$ cat src/rtl/cartridge_bank_mapper_83_unit_macros.svh
// Assertion macros shared by the mapper RTL.
`ifndef CARTRIDGE_BANK_MAPPER_83_UNIT_MACROS_SVH
`define CARTRIDGE_BANK_MAPPER_83_UNIT_MACROS_SVH

// Same-cycle implication, sampled on clk, off while rst_n is low.
`define CBM83_ASSERT_IMP(label, ante, cons, msg) \
    label: assert property (@(posedge clk) disable iff (!rst_n) (ante) |-> (cons)) \
        else $error(msg);

// Next-cycle implication, sampled on clk, off while rst_n is low.
`define CBM83_ASSERT_NXT(label, ante, cons, msg) \
    label: assert property (@(posedge clk) disable iff (!rst_n) (ante) |=> (cons)) \
        else $error(msg);

`endif

$ cat src/rtl/cbm83_pkg.sv
// Types and constants for the cartridge bank mapper.
package cbm83_pkg;

    // Request function codes
    localparam logic [2:0] FUNC_CPU_WRITE = 3'd0;
    localparam logic [2:0] FUNC_CPU_READ  = 3'd1;
    localparam logic [2:0] FUNC_PPU_FETCH = 3'd2;
    localparam logic [2:0] FUNC_TICK      = 3'd3;
    localparam logic [2:0] FUNC_RESET_BTN = 3'd4;

    // Response target codes
    localparam logic [1:0] TGT_NONE = 2'd0;
    localparam logic [1:0] TGT_PRG  = 2'd1;
    localparam logic [1:0] TGT_WRAM = 2'd2;
    localparam logic [1:0] TGT_CHR  = 2'd3;

    // Configuration register indexes
    localparam logic CFG_PRG_MASK = 1'b0;
    localparam logic CFG_CHR_MASK = 1'b1;

    // Mapper register addresses
    localparam logic [15:0] ADDR_DIP       = 16'h5000;
    localparam logic [15:0] ADDR_SCRATCH   = 16'h5100;
    localparam logic [15:0] ADDR_WRAM_LO   = 16'h6000;
    localparam logic [15:0] ADDR_ROM_LO    = 16'h8000;
    localparam logic [15:0] ADDR_BANK      = 16'h8000;
    localparam logic [15:0] ADDR_BANK_B000 = 16'hB000;
    localparam logic [15:0] ADDR_BANK_B0FF = 16'hB0FF;
    localparam logic [15:0] ADDR_BANK_B1FF = 16'hB1FF;
    localparam logic [15:0] ADDR_MODE      = 16'h8100;
    localparam logic [15:0] ADDR_IRQ_LO    = 16'h8200;
    localparam logic [15:0] ADDR_IRQ_HI    = 16'h8201;
    localparam logic [15:0] ADDR_PRG0      = 16'h8300;
    localparam logic [15:0] ADDR_PRG1      = 16'h8301;
    localparam logic [15:0] ADDR_PRG2      = 16'h8302;
    localparam logic [15:0] ADDR_CHR0      = 16'h8310;
    localparam logic [15:0] ADDR_CHR1      = 16'h8311;
    localparam logic [15:0] ADDR_CHR2      = 16'h8312;
    localparam logic [15:0] ADDR_CHR3      = 16'h8313;
    localparam logic [15:0] ADDR_CHR4      = 16'h8314;
    localparam logic [15:0] ADDR_CHR5      = 16'h8315;
    localparam logic [15:0] ADDR_CHR6      = 16'h8316;
    localparam logic [15:0] ADDR_CHR7      = 16'h8317;

    localparam int NUM_BANK_REGS = 11;
    localparam int NUM_SCRATCH   = 4;

    localparam logic [7:0] PRG_MASK_RESET = 8'hFF;
    localparam logic [9:0] CHR_MASK_RESET = 10'h3FF;
    localparam logic [15:0] IRQ_RELOAD    = 16'hFFFF;

    typedef struct packed {
        logic [2:0]  func;
        logic [15:0] address;
        logic [7:0]  data;
        logic [7:0]  open_bus;
        logic [7:0]  cycles;
    } req_t;

    typedef struct packed {
        logic [7:0]  read_data;
        logic        read_valid;
        logic [1:0]  target;
        logic [20:0] mapped_address;
        logic [1:0]  mirroring;
        logic        irq;
    } rsp_t;

    // Current register view consumed by the translator
    typedef struct packed {
        logic [7:0]                          mode;
        logic [7:0]                          bank;
        logic [NUM_BANK_REGS-1:0][7:0]       banks;
        logic [NUM_SCRATCH-1:0][7:0]         scratch;
        logic                                dip;
        logic                                two_k_seen;
        logic                                one_k_seen;
        logic [7:0]                          prg_mask;
        logic [9:0]                          chr_mask;
    } map_view_t;

    // Post-update status reported with each response
    typedef struct packed {
        logic [1:0] mirroring;
        logic       irq;
    } map_status_t;

endpackage

$ cat src/rtl/cbm83_regs.sv
// Mapper register file: write decode, IRQ counter and configuration masks.
module cbm83_regs (
    input  logic                   clk,
    input  logic                   rst_n,
    input  logic                   fire,
    input  cbm83_pkg::req_t        item,
    input  logic                   cfg_valid,
    input  logic                   cfg_index,
    input  logic [9:0]             cfg_data,
    output cbm83_pkg::map_view_t   view,
    output cbm83_pkg::map_status_t status
);

    logic [7:0]                                    mode_reg, mode_next;
    logic [7:0]                                    bank_reg, bank_next;
    logic [cbm83_pkg::NUM_BANK_REGS-1:0][7:0]      banks_reg, banks_next;
    logic [cbm83_pkg::NUM_SCRATCH-1:0][7:0]        scratch_reg, scratch_next;
    logic                                          dip_reg, dip_next;
    logic                                          irq_en_reg, irq_en_next;
    logic [15:0]                                   irq_cnt_reg, irq_cnt_next;
    logic                                          irq_line_reg, irq_line_next;
    logic                                          two_k_reg, two_k_next;
    logic                                          one_k_reg, one_k_next;
    logic [7:0]                                    prg_mask_reg, prg_mask_next;
    logic [9:0]                                    chr_mask_reg, chr_mask_next;
    logic [15:0]                                   tick_cycles;

    assign tick_cycles = {8'd0, item.cycles};

    always_comb
    begin
        mode_next     = mode_reg;
        bank_next     = bank_reg;
        banks_next    = banks_reg;
        scratch_next  = scratch_reg;
        dip_next      = dip_reg;
        irq_en_next   = irq_en_reg;
        irq_cnt_next  = irq_cnt_reg;
        irq_line_next = irq_line_reg;
        two_k_next    = two_k_reg;
        one_k_next    = one_k_reg;
        prg_mask_next = prg_mask_reg;
        chr_mask_next = chr_mask_reg;

        if (fire)
        begin
            unique case (item.func)
                cbm83_pkg::FUNC_CPU_WRITE:
                begin
                    if (item.address[15:2] == cbm83_pkg::ADDR_SCRATCH[15:2])
                    begin
                        scratch_next[item.address[1:0]] = item.data;
                    end
                    else
                    begin
                        unique case (item.address)
                            cbm83_pkg::ADDR_BANK:
                            begin
                                two_k_next   = 1'b1;
                                bank_next    = item.data;
                                mode_next[6] = 1'b1;
                            end
                            cbm83_pkg::ADDR_BANK_B000,
                            cbm83_pkg::ADDR_BANK_B0FF,
                            cbm83_pkg::ADDR_BANK_B1FF:
                            begin
                                bank_next    = item.data;
                                mode_next[6] = 1'b1;
                            end
                            cbm83_pkg::ADDR_MODE:
                            begin
                                // 16K mode bit survives a mode write; the data can only set it
                                mode_next = {item.data[7], item.data[6] | mode_reg[6],
                                             item.data[5:0]};
                            end
                            cbm83_pkg::ADDR_IRQ_LO:
                            begin
                                irq_cnt_next[7:0] = item.data;
                                irq_line_next     = 1'b0;
                            end
                            cbm83_pkg::ADDR_IRQ_HI:
                            begin
                                irq_en_next        = mode_reg[7];
                                irq_cnt_next[15:8] = item.data;
                            end
                            cbm83_pkg::ADDR_PRG0,
                            cbm83_pkg::ADDR_PRG1,
                            cbm83_pkg::ADDR_PRG2:
                            begin
                                banks_next[{2'b10, item.address[1:0]}] = item.data;
                                mode_next[6] = 1'b0;
                            end
                            cbm83_pkg::ADDR_CHR0,
                            cbm83_pkg::ADDR_CHR1,
                            cbm83_pkg::ADDR_CHR6,
                            cbm83_pkg::ADDR_CHR7:
                            begin
                                banks_next[{1'b0, item.address[2:0]}] = item.data;
                            end
                            cbm83_pkg::ADDR_CHR2,
                            cbm83_pkg::ADDR_CHR3,
                            cbm83_pkg::ADDR_CHR4,
                            cbm83_pkg::ADDR_CHR5:
                            begin
                                banks_next[{1'b0, item.address[2:0]}] = item.data;
                                one_k_next = 1'b1;
                            end
                            default:
                            begin
                            end
                        endcase
                    end
                end
                cbm83_pkg::FUNC_TICK:
                begin
                    if (irq_en_reg)
                    begin
                        // underflow fires, hitting zero exactly does not
                        if (tick_cycles > irq_cnt_reg)
                        begin
                            irq_line_next = 1'b1;
                            irq_en_next   = 1'b0;
                            irq_cnt_next  = cbm83_pkg::IRQ_RELOAD;
                        end
                        else
                        begin
                            irq_cnt_next = irq_cnt_reg - tick_cycles;
                        end
                    end
                end
                cbm83_pkg::FUNC_RESET_BTN:
                begin
                    dip_next = ~dip_reg;
                end
                default:
                begin
                end
            endcase
        end

        if (cfg_valid)
        begin
            unique case (cfg_index)
                cbm83_pkg::CFG_PRG_MASK: prg_mask_next = cfg_data[7:0];
                cbm83_pkg::CFG_CHR_MASK: chr_mask_next = cfg_data;
            endcase
        end
    end

    always_ff @(posedge clk or negedge rst_n)
    begin
        if (!rst_n)
        begin
            mode_reg     <= '0;
            bank_reg     <= '0;
            banks_reg    <= '0;
            scratch_reg  <= '0;
            dip_reg      <= 1'b0;
            irq_en_reg   <= 1'b0;
            irq_cnt_reg  <= '0;
            irq_line_reg <= 1'b0;
            two_k_reg    <= 1'b0;
            one_k_reg    <= 1'b0;
            prg_mask_reg <= cbm83_pkg::PRG_MASK_RESET;
            chr_mask_reg <= cbm83_pkg::CHR_MASK_RESET;
        end
        else
        begin
            mode_reg     <= mode_next;
            bank_reg     <= bank_next;
            banks_reg    <= banks_next;
            scratch_reg  <= scratch_next;
            dip_reg      <= dip_next;
            irq_en_reg   <= irq_en_next;
            irq_cnt_reg  <= irq_cnt_next;
            irq_line_reg <= irq_line_next;
            two_k_reg    <= two_k_next;
            one_k_reg    <= one_k_next;
            prg_mask_reg <= prg_mask_next;
            chr_mask_reg <= chr_mask_next;
        end
    end

    always_comb
    begin
        view.mode       = mode_reg;
        view.bank       = bank_reg;
        view.banks      = banks_reg;
        view.scratch    = scratch_reg;
        view.dip        = dip_reg;
        view.two_k_seen = two_k_reg;
        view.one_k_seen = one_k_reg;
        view.prg_mask   = prg_mask_reg;
        view.chr_mask   = chr_mask_reg;
        status.mirroring = mode_next[1:0];
        status.irq       = irq_line_next;
    end

endmodule

$ cat src/rtl/cbm83_xlate.sv
// Address translation and register read-back for one request.
module cbm83_xlate #(
    parameter int PRG_ADDR_BITS = 21,
    parameter int CHR_ADDR_BITS = 20
) (
    input  cbm83_pkg::req_t      item,
    input  cbm83_pkg::map_view_t view,
    output logic [7:0]           read_data,
    output logic                 read_valid,
    output logic [1:0]           target,
    output logic [20:0]          mapped_address
);

    localparam logic [20:0] PRG_WIN = 21'((64'd1 << PRG_ADDR_BITS) - 64'd1);
    localparam logic [19:0] CHR_WIN = 20'((64'd1 << CHR_ADDR_BITS) - 64'd1);

    logic [1:0]  prg_slot;
    logic [2:0]  chr_slot;
    logic        chr_2k;
    logic [3:0]  bank_idx;
    logic [7:0]  bank_val;
    logic [5:0]  prg_b16;
    logic [7:0]  prg_b8;
    logic [9:0]  chr_b1;
    logic [20:0] prg_addr;
    logic [20:0] chr_addr;
    logic [20:0] wram_addr;

    assign prg_slot = item.address[14:13];
    assign chr_slot = item.address[12:10];
    assign chr_2k   = view.two_k_seen && !view.one_k_seen;

    // One bank register read per request: PRG slots for cpu reads, CHR otherwise
    always_comb
    begin
        if (item.func == cbm83_pkg::FUNC_CPU_READ)
        begin
            bank_idx = {2'b10, prg_slot};
        end
        else if (chr_2k)
        begin
            // 2K pages map to registers 0, 1, 6, 7
            bank_idx = {1'b0, chr_slot[2], chr_slot[2], chr_slot[1]};
        end
        else
        begin
            bank_idx = {1'b0, chr_slot};
        end
        bank_val = (bank_idx < 4'(cbm83_pkg::NUM_BANK_REGS)) ? view.banks[bank_idx] : 8'd0;
    end

    always_comb
    begin
        prg_b16 = prg_slot[1] ? {view.bank[5:4], 4'hF} : view.bank[5:0];
        if (view.mode[6])
        begin
            prg_b8 = {1'b0, prg_b16, prg_slot[0]};
        end
        else
        begin
            prg_b8 = (prg_slot == 2'd3) ? 8'hFF : bank_val;
        end
        prg_b8   = prg_b8 & view.prg_mask;
        prg_addr = {prg_b8, item.address[12:0]} & PRG_WIN;

        if (chr_2k)
        begin
            chr_b1 = {1'b0, bank_val, chr_slot[0]};
        end
        else
        begin
            chr_b1 = {view.bank[5:4], bank_val};
        end
        chr_b1   = chr_b1 & view.chr_mask;
        chr_addr = {1'b0, {chr_b1, item.address[9:0]} & CHR_WIN};

        wram_addr = {8'd0, item.address[12:0]};
    end

    always_comb
    begin
        read_data      = 8'd0;
        read_valid     = 1'b0;
        target         = cbm83_pkg::TGT_NONE;
        mapped_address = 21'd0;
        unique case (item.func)
            cbm83_pkg::FUNC_CPU_WRITE:
            begin
                if (item.address[15:13] == cbm83_pkg::ADDR_WRAM_LO[15:13])
                begin
                    target         = cbm83_pkg::TGT_WRAM;
                    mapped_address = wram_addr;
                end
            end
            cbm83_pkg::FUNC_CPU_READ:
            begin
                priority if (item.address == cbm83_pkg::ADDR_DIP)
                begin
                    read_data  = {item.open_bus[7:2], 1'b0, view.dip};
                    read_valid = 1'b1;
                end
                else if (item.address[15:2] == cbm83_pkg::ADDR_SCRATCH[15:2])
                begin
                    read_data  = view.scratch[item.address[1:0]];
                    read_valid = 1'b1;
                end
                else if (item.address[15:13] == cbm83_pkg::ADDR_WRAM_LO[15:13])
                begin
                    target         = cbm83_pkg::TGT_WRAM;
                    mapped_address = wram_addr;
                end
                else if (item.address[15] == cbm83_pkg::ADDR_ROM_LO[15])
                begin
                    target         = cbm83_pkg::TGT_PRG;
                    mapped_address = prg_addr;
                end
                else
                begin
                end
            end
            cbm83_pkg::FUNC_PPU_FETCH:
            begin
                if (item.address[15:13] == 3'd0)
                begin
                    target         = cbm83_pkg::TGT_CHR;
                    mapped_address = chr_addr;
                end
            end
            default:
            begin
            end
        endcase
    end

endmodule

$ cat src/rtl/cartridge_bank_mapper_83_unit.sv
// Top level of the cartridge bank mapper: request and response stages.
//
// Usage
//   req channel:  one bus event per transfer (cpu write/read, ppu pattern fetch,
//                 counter tick, reset button). req_ready is high whenever the
//                 request stage is empty or moving on this cycle.
//   rsp channel:  exactly one response per request, in order: read-back byte,
//                 target memory and byte address, mirroring and IRQ level as
//                 they stand after that request's register update.
//   cfg channel:  writes the PRG/CHR bank masks; always ready. Write only while
//                 no request is in flight.
// Path: an accepted request goes into the request register, is translated, and its
//   response is loaded into the response register; rsp_valid is high from then
//   on until that response transfers.
// Throughput: one transfer per cycle while rsp_ready is high. A new request is
//   taken while a finished response waits only if the request stage is empty.
// Stall: when rsp_ready is low and the response register is full, the request
//   stage holds its item and req_ready drops until the response moves.
// Reset: rst_n clears all mapper registers, IRQ state and both stages; the
//   masks return to all ones.
`include "cartridge_bank_mapper_83_unit_macros.svh"

module cartridge_bank_mapper_83_unit #(
    parameter int PRG_ADDR_BITS = 21,
    parameter int CHR_ADDR_BITS = 20
) (
    input  logic              clk,
    input  logic              rst_n,
    input  logic              req_valid,
    output logic              req_ready,
    input  cbm83_pkg::req_t   req,
    output logic              rsp_valid,
    input  logic              rsp_ready,
    output cbm83_pkg::rsp_t   rsp,
    input  logic              cfg_valid,
    output logic              cfg_ready,
    input  logic              cfg_index,
    input  logic [9:0]        cfg_data
);

    logic                   in_valid_reg, in_valid_next;
    cbm83_pkg::req_t        in_item_reg;
    logic                   out_valid_reg, out_valid_next;
    cbm83_pkg::rsp_t        out_item_reg, out_item_next;
    logic                   req_accept;
    logic                   fire;   // request stage hands its item to the response stage
    cbm83_pkg::map_view_t   view;
    cbm83_pkg::map_status_t status;
    logic [7:0]             x_read_data;
    logic                   x_read_valid;
    logic [1:0]             x_target;
    logic [20:0]            x_mapped_address;

    assign fire       = in_valid_reg && (!out_valid_reg || rsp_ready);
    assign req_ready  = !in_valid_reg || fire;
    assign req_accept = req_valid && req_ready;
    assign cfg_ready  = 1'b1;

    // Register state; updated by the item leaving the request stage and by cfg writes
    cbm83_regs u_regs (
        .clk       (clk),
        .rst_n     (rst_n),
        .fire      (fire),
        .item      (in_item_reg),
        .cfg_valid (cfg_valid),
        .cfg_index (cfg_index),
        .cfg_data  (cfg_data),
        .view      (view),
        .status    (status)
    );

    // Translation uses the registers as they were before this item
    cbm83_xlate #(
        .PRG_ADDR_BITS (PRG_ADDR_BITS),
        .CHR_ADDR_BITS (CHR_ADDR_BITS)
    ) u_xlate (
        .item           (in_item_reg),
        .view           (view),
        .read_data      (x_read_data),
        .read_valid     (x_read_valid),
        .target         (x_target),
        .mapped_address (x_mapped_address)
    );

    always_comb
    begin
        out_item_next.read_data      = x_read_data;
        out_item_next.read_valid     = x_read_valid;
        out_item_next.target         = x_target;
        out_item_next.mapped_address = x_mapped_address;
        out_item_next.mirroring      = status.mirroring;
        out_item_next.irq            = status.irq;

        priority if (req_accept)
        begin
            in_valid_next = 1'b1;
        end
        else if (fire)
        begin
            in_valid_next = 1'b0;
        end
        else
        begin
            in_valid_next = in_valid_reg;
        end

        priority if (fire)
        begin
            out_valid_next = 1'b1;
        end
        else if (rsp_ready)
        begin
            out_valid_next = 1'b0;
        end
        else
        begin
            out_valid_next = out_valid_reg;
        end
    end

    always_ff @(posedge clk or negedge rst_n)
    begin
        if (!rst_n)
        begin
            in_valid_reg  <= 1'b0;
            out_valid_reg <= 1'b0;
        end
        else
        begin
            in_valid_reg  <= in_valid_next;
            out_valid_reg <= out_valid_next;
        end
    end

    // Payload registers, no reset
    always_ff @(posedge clk)
    begin
        if (req_accept)
        begin
            in_item_reg <= req;
        end
        if (fire)
        begin
            out_item_reg <= out_item_next;
        end
    end

    assign rsp_valid = out_valid_reg;
    assign rsp       = out_item_reg;

    `CBM83_ASSERT_IMP(a_rd_no_target, rsp_valid && rsp.read_valid, rsp.target == cbm83_pkg::TGT_NONE, "read-back response also selects a memory")
    `CBM83_ASSERT_IMP(a_rd_data_zero, rsp_valid && !rsp.read_valid, rsp.read_data == 8'd0, "read_data nonzero without read_valid")
    `CBM83_ASSERT_IMP(a_addr_zero, rsp_valid && (rsp.target == cbm83_pkg::TGT_NONE), rsp.mapped_address == 21'd0, "address nonzero with no target")
    `CBM83_ASSERT_NXT(a_req_loaded, req_accept, in_valid_reg, "accepted request not held in request stage")
    `CBM83_ASSERT_NXT(a_req_held, in_valid_reg && !fire, in_valid_reg && $stable(in_item_reg), "stalled request stage lost its item")

endmodule
$ cat config.mk
export PLATFORM = sky130hd
export DESIGN_NAME = cartridge_bank_mapper_83_unit
export DESIGN_NICKNAME = d
export VERILOG_FILES = /design/src/rtl/cbm83_pkg.sv /design/src/rtl/cbm83_regs.sv /design/src/rtl/cbm83_xlate.sv /design/src/rtl/cartridge_bank_mapper_83_unit.sv
export VERILOG_INCLUDE_DIRS = /design/src /design/src/rtl
export SDC_FILE = /design/constraint.sdc
export NUM_CORES = 1
export LEC_CHECK = 0
export BUFFER_PORTS_ARGS = -buffer_cell sky130_fd_sc_hd__buf_4
export CAP_MARGIN = 20
export CORE_MARGIN = 2
export CORE_UTILIZATION = 50
export CTS_CLUSTER_SIZE = 30
export DETAILED_ROUTE_END_ITERATION = 6
export GPL_ROUTABILITY_DRIVEN = 0
export HOLD_SLACK_MARGIN = 0.02
export PLACE_DENSITY_LB_ADDON = 0.25
export SYNTH_ARGS = -nofsm -noshare
export SYNTH_HDL_FRONTEND = slang
export SYNTH_SLANG_ARGS = --single-unit
export TNS_END_PERCENT = 20
$ cat constraint.sdc
create_clock -name clk -period 3.7 [get_ports clk]
set_clock_uncertainty 0.05 [all_clocks]
set_input_delay 0.37 -clock clk [delete_from_list [all_inputs] [get_ports clk]]
set_output_delay 0.37 -clock clk [all_outputs]
set_load 0.03 [all_outputs]
==> results.cfg, run 1 <==
[hold_path]
hold_depth = 2
min_path_type = in -> reg

[synth]
synth_edf_count = 76
synth_flop_cell = dfrtp_1
syn_avg_cell_area_um2 = 12.90
yosysWarnings = 0
synth_fp_nets = 955
netlist_area_um2 = 11440
async_flop_share_pct = 69.23
synthTopCellsByArea = dfrtp_1 (33%), edfxtp_1 (20%), mux2_2 (14%)
synth_cell_type_count = 77
synth_top_area_share_pct = 33.46
synthCells = 887
ys_ff_latch = 247
ys_seq_area_share_pct = 57.55
synth_area_leader_cell = dfrtp_1

[final_layout]
final_nets = 1093
drive_above_1_share_pct = 33.30
largest_reg_flops = 120
fin_cells = 1330
diodes = 0
finish.utilization_pct = 61.28
syn_to_final_growth_pct = 20.90

[clock_network]
clock_latency_ns = 0.53
cts_sinks = 247
cts_made_buffers = 26
ctsLongestPathBuffers = 3
postCtsSetupBuffers = 0
cts_tree = yes
clk_pin_slew_worst_paths_ns = 0.06
ctsResizeCount = 0
htree_levels = 1
cts-root-buf = clkbuf_16

[timing]
finalHoldViolCount = 0
post-route-period-util_pct = 82.56
fmaxAchievable_mhz = 327.4
relSlewSlack_pct = 28.68
min_period_ns = 3.055
rsz0062_at_grt = no
worst_pin_slew_ns = 1.070
slew_viol_final = 0
setup_viol = 0
setup_ws_ns = 0.6454
setup_tns_ns = 0

[routing]
via_count = 7757
drtIter0Drc = 543
drt_wl_total_mm = 27.99
wire_per_inst_um = 21.04
firstDrtPassIters = 5
viasPerCell = 5.832
remaining_drc_errors = 0
postRouteAntennaNets = 0

[pwr]
pwr_density_cell_nw_per_um2 = 468.7
p_leak_nw = 6.082
vdd_drop_max_mv = 0.2548
fin_total_pwr_mw = 6.483

[critical_path]
end_kind = flop
cpMostUsedCell = mux2i_1
critPathBufInv = 0
crit_fanout = 10
required_ns = 3.92
worstPathCellList = or3b_1 > nor2_1 > or2_1 > mux2i_1 > mux2i_1 > a211o_1 > a311o_1
crit_path_max_incr_delay_ns = 0.55
crit_family = simple AND/OR/NAND/NOR gates
cp.arrival_ns = 3.28
reg2reg_depth = 7
critPathKind = reg -> reg
critPathLaunchType = flop
crit_cells = 7
crit_path_top_delay_cell = edfxtp_1

[die]
die_h_um = 155.3
die_x_um = 155.3
io_pins = 97
core_um2 = 22570
num_rows = 55
start_util_pct = 50.69
dieArea_um2 = 24110

[global_routing]
antenna_found_initial = 0
grt_pass1_vias = 7886
grt_max_degree = 70
grt_pass1_wl_mm = 44.03
track_usage_pct = 23.52
grt_overflow = 0

[run]
drv_cap = 0

[placement]
dpl.cell_count = 1236
io_buffers = 93
place_ws_ns = 0.7032
dp_hpwl_mm = 17.92

[run_status]
outcome = finished clean
==> layer usage <==
metal  GRT usage [%]  up-vias  wire, um
met5               0        -         0
li1                -     3577         -
met4           6.859        0       618
met1           33.76     3887     12990
met3           5.237       41      1870
met2           36.32      252     12510
==> synth_stat cells, drive strengths merged, types with 8 or more instances <==
| master | number |
|---|---|
| a21oi | 20 |
| mux2 | 149 |
| o21ai | 37 |
| edfxtp | 76 |
| nor2 | 50 |
| nand2 | 63 |
| dfstp | 18 |
| nand3 | 17 |
| clkbuf | 29 |
| o2111ai | 8 |
| ha | 8 |
| nor3 | 15 |
| a32o | 10 |
| a31oi | 10 |
| mux4 | 9 |
| o211ai | 12 |
| mux2i | 27 |
| buf | 17 |
| inv | 18 |
| and2 | 18 |
| dfrtp | 153 |
| nor2b | 10 |
==> through the flow <==
step / hold WS (ns) / cell area (um^2)
6_report: 0.03888 / 13830
2_1_floorplan: 0.02441 / 11440
5_1_grt: 0.02971 / 13830
4_1_cts: 0.02217 / 13830
3_3_place_gp: 0.3879 / 12450
3_5_place_dp: 0.3853 / 12450
==> power breakdown <==
part | total, mW | switching, mW | internal, mW | leakage (nW)
registers | 3.11 | 0.132 | 2.97 | 3.05
logic | 0.592 | 0.343 | 0.249 | 2.59
clock network | 2.79 | 1.08 | 1.70 | 0.447
total | 6.48 | 1.56 | 4.92 | 6.08
==> final cells by class <==
cell class	count	area (um^2)
clock buffer	35	748.2
clock inverter	13	172.7
fill	1798	8740
inverter	18	67.56
multi-input combinational	576	4601
sequential	247	6584
tap	285	356.6
timing repair buffer	156	1303
==> repair_timing <==
| item | in CTS | in global routing |
|---|---|---|
| hold buffers | 46 | 0 |
| endpoints found under the setup margin | 0 | 0 |
| hold endpoints to repair | 95 | 0 |
==> placed cells by master (no fill, tap or decap), types with 12 or more instances in the layout <==
cell           Yosys  final
o211ai_1          12     12
mux2i_1           27     27
mux2_2           147    147
dlygate4sd3_1      0     46
nand3_1           17     17
clkbuf_16          0     29
nand2_1           63     63
dfstp_2           18     18
edfxtp_1          76     76
dfrtp_1          153    153
inv_1             18     18
nor3_1            13     13
a21oi_1           19     19
and2_1            17     15
buf_4              2    108
o21ai_0           36     35
nor2_1            43     43
==> final timing paths <==
path / startpoint / endpoint / slack, ns
setup reg to reg: in_item_reg[41] / rsp[20] / 0.65
hold / removal: cfg_data[5] / u_regs.chr_mask_reg[5] / 0.04
setup / recovery: in_item_reg[41] / rsp[20] / 0.65
min in group asynchronous: rst_n / u_regs.bank_reg[5] / 0.39
hold reg to reg: u_regs.dip_reg / u_regs.dip_reg / 0.43
max in group asynchronous: rst_n / u_regs.view[50] / 2.18
==> cell families (layout without fill, tap and decap cells) <==
logic type                 after synthesis  in the layout  share of synthesized area [%]
DFF                                    247            247                          57.55
and+or+nand+nor                        215            215                          9.897
muxes                                  185            185                          18.83
AOI/OAI and AO/OA                      159            159                          9.810
buffers and inverters                   64            222                          2.296
adders and majority gates                9              9                          1.050
xor gates and xnor gates                 7              7                         0.5359
other                                    1              1                        0.03278
No activity file was read; power rests on OpenSTA's default activity.
==> inputs of run 2 (changes only) <==
- clock period: 3.7 -> 2.95 ns (I/O delays scaled with it)
==> run 2 against run 1 <==
Compared with the run above:
- global-route usage is 0.56 points higher
- non-clock buffer count up 42
- sequential share of layout area decreased by 1.1 points
- sequential power rose by 25%
- core utilization grew 1.5 points
- maximum frequency increased by 9.5%
- power rose by 24%
- critical endpoint is now rsp[19]
==> results.cfg, run 2 (synthesis results as in run 1) <==
[pwr]
pwr_density_cell_nw_per_um2 = 565.8
seqPwrFrac_pct = 48.5
clkPwrFrac_pct = 41.6
power.share.switching_pct = 24.19
p_int_mw = 6.078
vdd_drop_max_mv = 0.3776
p_comb_share_pct = 9.9
fin_total_pwr_mw = 8.017
p_leak_nw = 6.281
power.switching_mw = 1.939

[final_layout]
drive_above_1_share_pct = 35.33
layout_common_cells = dfrtp_1 (153), mux2_2 (147), buf_4 (140)
fin_cells = 1372
largest_reg_flops = 120
diodes = 0
fin_area_um2 = 14170
final_nets = 1135
final_common_cell = dfrtp_1
syn_to_final_growth_pct = 23.84

[critical_path]
crit_fanout = 8
required_ns = 3.31
crit_family = compound AO/OA/AOI/OAI gates
critPathBufInv = 0
crit_path_top_delay_cell = mux2i_1
critPathKind = reg -> reg
critPathLaunchType = flop
cp.arrival_ns = 3.15
end_kind = flop
worstPathCellList = nor2b_1 > mux2i_1 > a21o_1 > mux2_4 > a211o_1 > nor2_1 > a311o_1
crit_path_max_incr_delay_ns = 0.45

[routing]
wire_per_inst_um = 20.70
postRouteAntennaNets = 0
route.met2.wl_mm = 13.08
firstDrtPassIters = 5
top_layer = met4
viasPerCell = 5.852
via_count = 8029
drtIter0Drc = 545
drt_wl_total_mm = 28.41
drt-met1-wl_mm = 13.11
route.met3.wl_mm = 1.582
remaining_drc_errors = 0

[timing]
setup_ws_ns = 0.1617
slew_viol_final = 0
fmaxAchievable_mhz = 358.6
setup_viol = 0
finalHoldViolCount = 0
min_period_ns = 2.788
post-route-period-util_pct = 94.52
worst_pin_slew_ns = 0.9852
relSlewSlack_pct = 34.32

[global_routing]
grt_pass1_wl_mm = 45.24
grt_overflow = 0
grt_pass1_vias = 8109
grt_max_degree = 59
track_usage_pct = 24.07
antenna_found_initial = 0

[die]
die_x_um = 155.3
start_util_pct = 50.69
die_h_um = 155.3
io_pins = 97
dieArea_um2 = 24110
core_um2 = 22570
num_rows = 55

[clock_network]
clock_latency_ns = 0.54
cts_sinks = 247
clk_pin_slew_worst_paths_ns = 0.06
cts-root-buf = clkbuf_16
ctsLongestPathBuffers = 3
htree_levels = 1
cts_tree = yes
cts_made_buffers = 26

[placement]
dpl.cell_count = 1269
postPlaceCellArea_um2 = 12710
io_buffers = 93
place_ws_ns = 0.1991
dp_hpwl_mm = 18.63

[run]
drv_cap = 0

[hold_path]
min_path_type = in -> reg

[run_status]
outcome = finished clean
[run 2: final timing paths]
path	startpoint	end	slack, ns	cells after the start
min in group asynchronous	rst_n	u_regs.view[134]	0.24	2
worst max-delay path	u_regs.two_k_reg	rsp[19]	0.16	7
worst min-delay path	rsp_ready	rsp_valid	0.06	3
worst max register to register	u_regs.two_k_reg	rsp[19]	0.16	7
worst min register to register	u_regs.dip_reg	u_regs.dip_reg	0.43	1
max in group asynchronous	rst_n	u_regs.view[49]	1.72	3
[run 2: repair_timing]
| item | CTS | global route |
|---|---|---|
| hold buffers | 54 | 0 |
| gates resized for setup | 0 | 5 |
| endpoints found under the hold margin | 91 | 0 |
| setup buffers | 0 | 1 |
| setup endpoints to repair | 0 | 23 |
[run 2: final cells by class]
type / instances / area (um^2)
sequential: 247 / 6584
clock inverter: 14 / 141.4
timing repair buffer: 198 / 1663
multi-input combinational: 576 / 4624
clock buffer: 34 / 732.0
fill: 1718 / 8403
tap: 285 / 356.6
inverter: 18 / 67.56
[run 2: per-layer routing]
layer  up-vias  global-route usage, %
met4         0                  6.073
met1      4060                  35.23
met5         -                      0
met2       259                  38.31
met3        42                  3.454
li1       3668                      -
[run 2: power by group through the flow]
| stage | Sequential [mW] | Clock [mW] | Combinational (mW) |
|---|---|---|---|
| after CTS | 3.88 | 3.39 | 0.790 |
| after detailed placement | 3.94 | 0 | 0.729 |
| final | 3.89 | 3.33 | 0.795 |
| after floorplan | 3.94 | 0 | 0.369 |
| after global placement | 3.94 | 0 | 0.721 |
| after global routing | 3.91 | 3.50 | 0.862 |
[run 2: metrics by stage]
step,hold WS (ns),TNS [ns],utilization (%)
6_report,0.05807,0,62.77
5_1_grt,0.07235,-0.04326,62.77
4_1_cts,0.04601,0,62.58
3_5_place_dp,0.2466,0,56.31
3_3_place_gp,0.2430,0,56.31
2_1_floorplan,-0.05059,0,-
[run 2: worst register-to-register path, cell delays in order, from the launching register on]
cell and delay, ns:
dfrtp_1 0.40, nor2b_1 0.39, mux2i_1 0.45, a21o_1 0.41, mux2_4 0.33, a211o_1 0.37
nor2_1 0.13, a311o_1 0.11
==> inputs of run 3 (changes only) <==
- BUFFER_PORTS_ARGS: -buffer_cell sky130_fd_sc_hd__buf_4 -> -buffer_cell sky130_fd_sc_hd__buf_2
- CTS_BUF_LIST: not set -> sky130_fd_sc_hd__clkbuf_8
==> run 3 against run 2 <==
Compared with the run above:
- global-route usage down 0.37 points
- register-to-register slack got worse by 0.04 ns
- setup slack lost 0.037 ns
- critical endpoint unchanged
==> results.cfg, run 3 (synthesis results as in run 1) <==
[global_routing]
track_usage_pct = 23.71
grt_pass1_vias = 8065
antenna_found_initial = 0
grt_max_degree = 59
grt_pass1_wl_mm = 44.51
grt_overflow = 0

[hold_path]
min_path_type = in -> reg
hold_depth = 3
worstHoldStart = rsp_ready
holdPathEnd = rsp_valid

[routing]
drtIter0Drc = 680
drt_wl_total_mm = 28.13
via_count = 8087
postRouteAntennaNets = 0
firstDrtPassIters = 5
viasPerCell = 5.764
remaining_drc_errors = 0
wire_per_inst_um = 20.05

[die]
dieArea_um2 = 24110
num_rows = 55
die_x_um = 155.3
die_h_um = 155.3
start_util_pct = 50.69
io_pins = 97
core_um2 = 22570

[pwr]
power.share.switching_pct = 26.10
p_leak_nw = 6.266
pwr_density_cell_nw_per_um2 = 549.6
p_comb_share_pct = 9.8
fin_total_pwr_mw = 7.617
clkPwrFrac_pct = 39.1
vdd_drop_max_mv = 0.2760
seqPwrFrac_pct = 51.1
p_int_mw = 5.629
power.switching_mw = 1.988

[clock_network]
htree_levels = 2
cts_tree = yes
cts_sinks = 247
cts-root-buf = clkbuf_8
ctsLongestPathBuffers = 3
clock_latency_ns = 0.55
cts_made_buffers = 43
clk_pin_slew_worst_paths_ns = 0.06

[run_status]
outcome = finished clean

[timing]
setup_tns_ns = 0
min_period_ns = 2.825
whs_ns = 0.06397
slew_viol_final = 0
fmaxAchievable_mhz = 354.0
rsz0062_at_grt = no
post-route-period-util_pct = 95.76
relSlewSlack_pct = 37.56
setup_viol = 0
finalHoldViolCount = 0
worst_pin_slew_ns = 0.9366

[critical_path]
critPathKind = reg -> reg
r2r_end = rsp[19]
crit_family = compound AO/OA/AOI/OAI gates
crit_fanout = 7
critPathLaunchType = flop
end_kind = flop
crit_path_max_incr_delay_ns = 0.51
critPathBufInv = 0
reg2reg_depth = 7
r2r_slack_ns = 0.13
worstSetupStartpoint = in_item_reg[35]
r2r-start = in_item_reg[35]
cpMostUsedCell = mux2i_1
required_ns = 3.20
crit_path_top_delay_cell = edfxtp_1
cp.arrival_ns = 3.07
worstPathCellList = and3b_1 > a211oi_1 > or2_1 > mux2i_1 > mux2i_1 > a211o_1 > a311o_1

[final_layout]
fin_area_um2 = 13860
finish.utilization_pct = 61.40
final_common_cell = dfrtp_1
diodes = 0
final_nets = 1152
layout_common_cells = dfrtp_1 (153), mux2_2 (147), buf_2 (92)
drive_above_1_share_pct = 35.60
syn_to_final_growth_pct = 21.14
largest_reg_flops = 120
n_fill_cell = 1790

[placement]
dp_hpwl_mm = 18.54
io_buffers = 93
postPlaceCellArea_um2 = 12470

[run]
drv_cap = 0
-- run 3: repair_timing --
item / CTS / global route
setup endpoints to repair: 0 / 16
hold buffers: 54 / 0
hold endpoints to repair: 116 / 0
setup buffers: 0 / 2
resized for setup: 0 / 2
-- run 3: cell type report --
type / count / area (um^2) / share of cell area, %
repair buffers: 198 / 1420 / 10.25
well taps: 285 / 356.6 / 2.573
multi-input cells: 576 / 4606 / 33.23
clock inverters: 31 / 165.2 / 1.192
flip-flops and latches: 247 / 6584 / 47.50
clock buffers: 48 / 660.6 / 4.767
inverters: 18 / 67.56 / 0.4875
-- run 3: metal layers --
layer | wire length, um | vias up | track usage, %
met2 | 12690 | 274 | 36.42
met1 | 13160 | 4059 | 35.04
met5 | 0 | - | 0
met4 | 520 | 0 | 6.597
li1 | - | 3717 | -
met3 | 1766 | 37 | 4.234
-- run 3: power groups by stage --
stage / clock, mW / sequential, mW / combinational [mW]
2_1_floorplan: 0 / 3.94 / 0.369
3_3_place_gp: 0 / 3.94 / 0.677
3_5_place_dp: 0 / 3.95 / 0.688
4_1_cts: 3.06 / 3.89 / 0.746
5_1_grt: 3.22 / 3.91 / 0.810
6_report: 2.98 / 3.89 / 0.745
-- run 3: tightest hold or removal path, stage by stage --
cell,delay (ns)
buf_2,0.08
nand2b_1,0.16
nand2b_1,0.07
-- run 3: through the flow --
stage	setup WS (ns)	std cells
after floorplan	0.2985	887
after global placement	0.1983	1268
after detailed placement	0.1380	1268
after CTS	0.1174	1401
after global routing	0.002452	1403
final	0.1251	1403
-- run 3: worst max-delay path by stage --
stage / endpoint / cells past startpoint / slack [ns]
after floorplan: u_regs.irq_cnt_reg[11] / 10 / 0.30
after global placement: u_regs.irq_cnt_reg[9] / 7 / 0.20
after detailed placement: u_regs.irq_cnt_reg[14] / 7 / 0.14
after CTS: rsp[16] / 8 / 0.12
after global routing: rsp[19] / 7 / 0.002
final: rsp[19] / 7 / 0.13
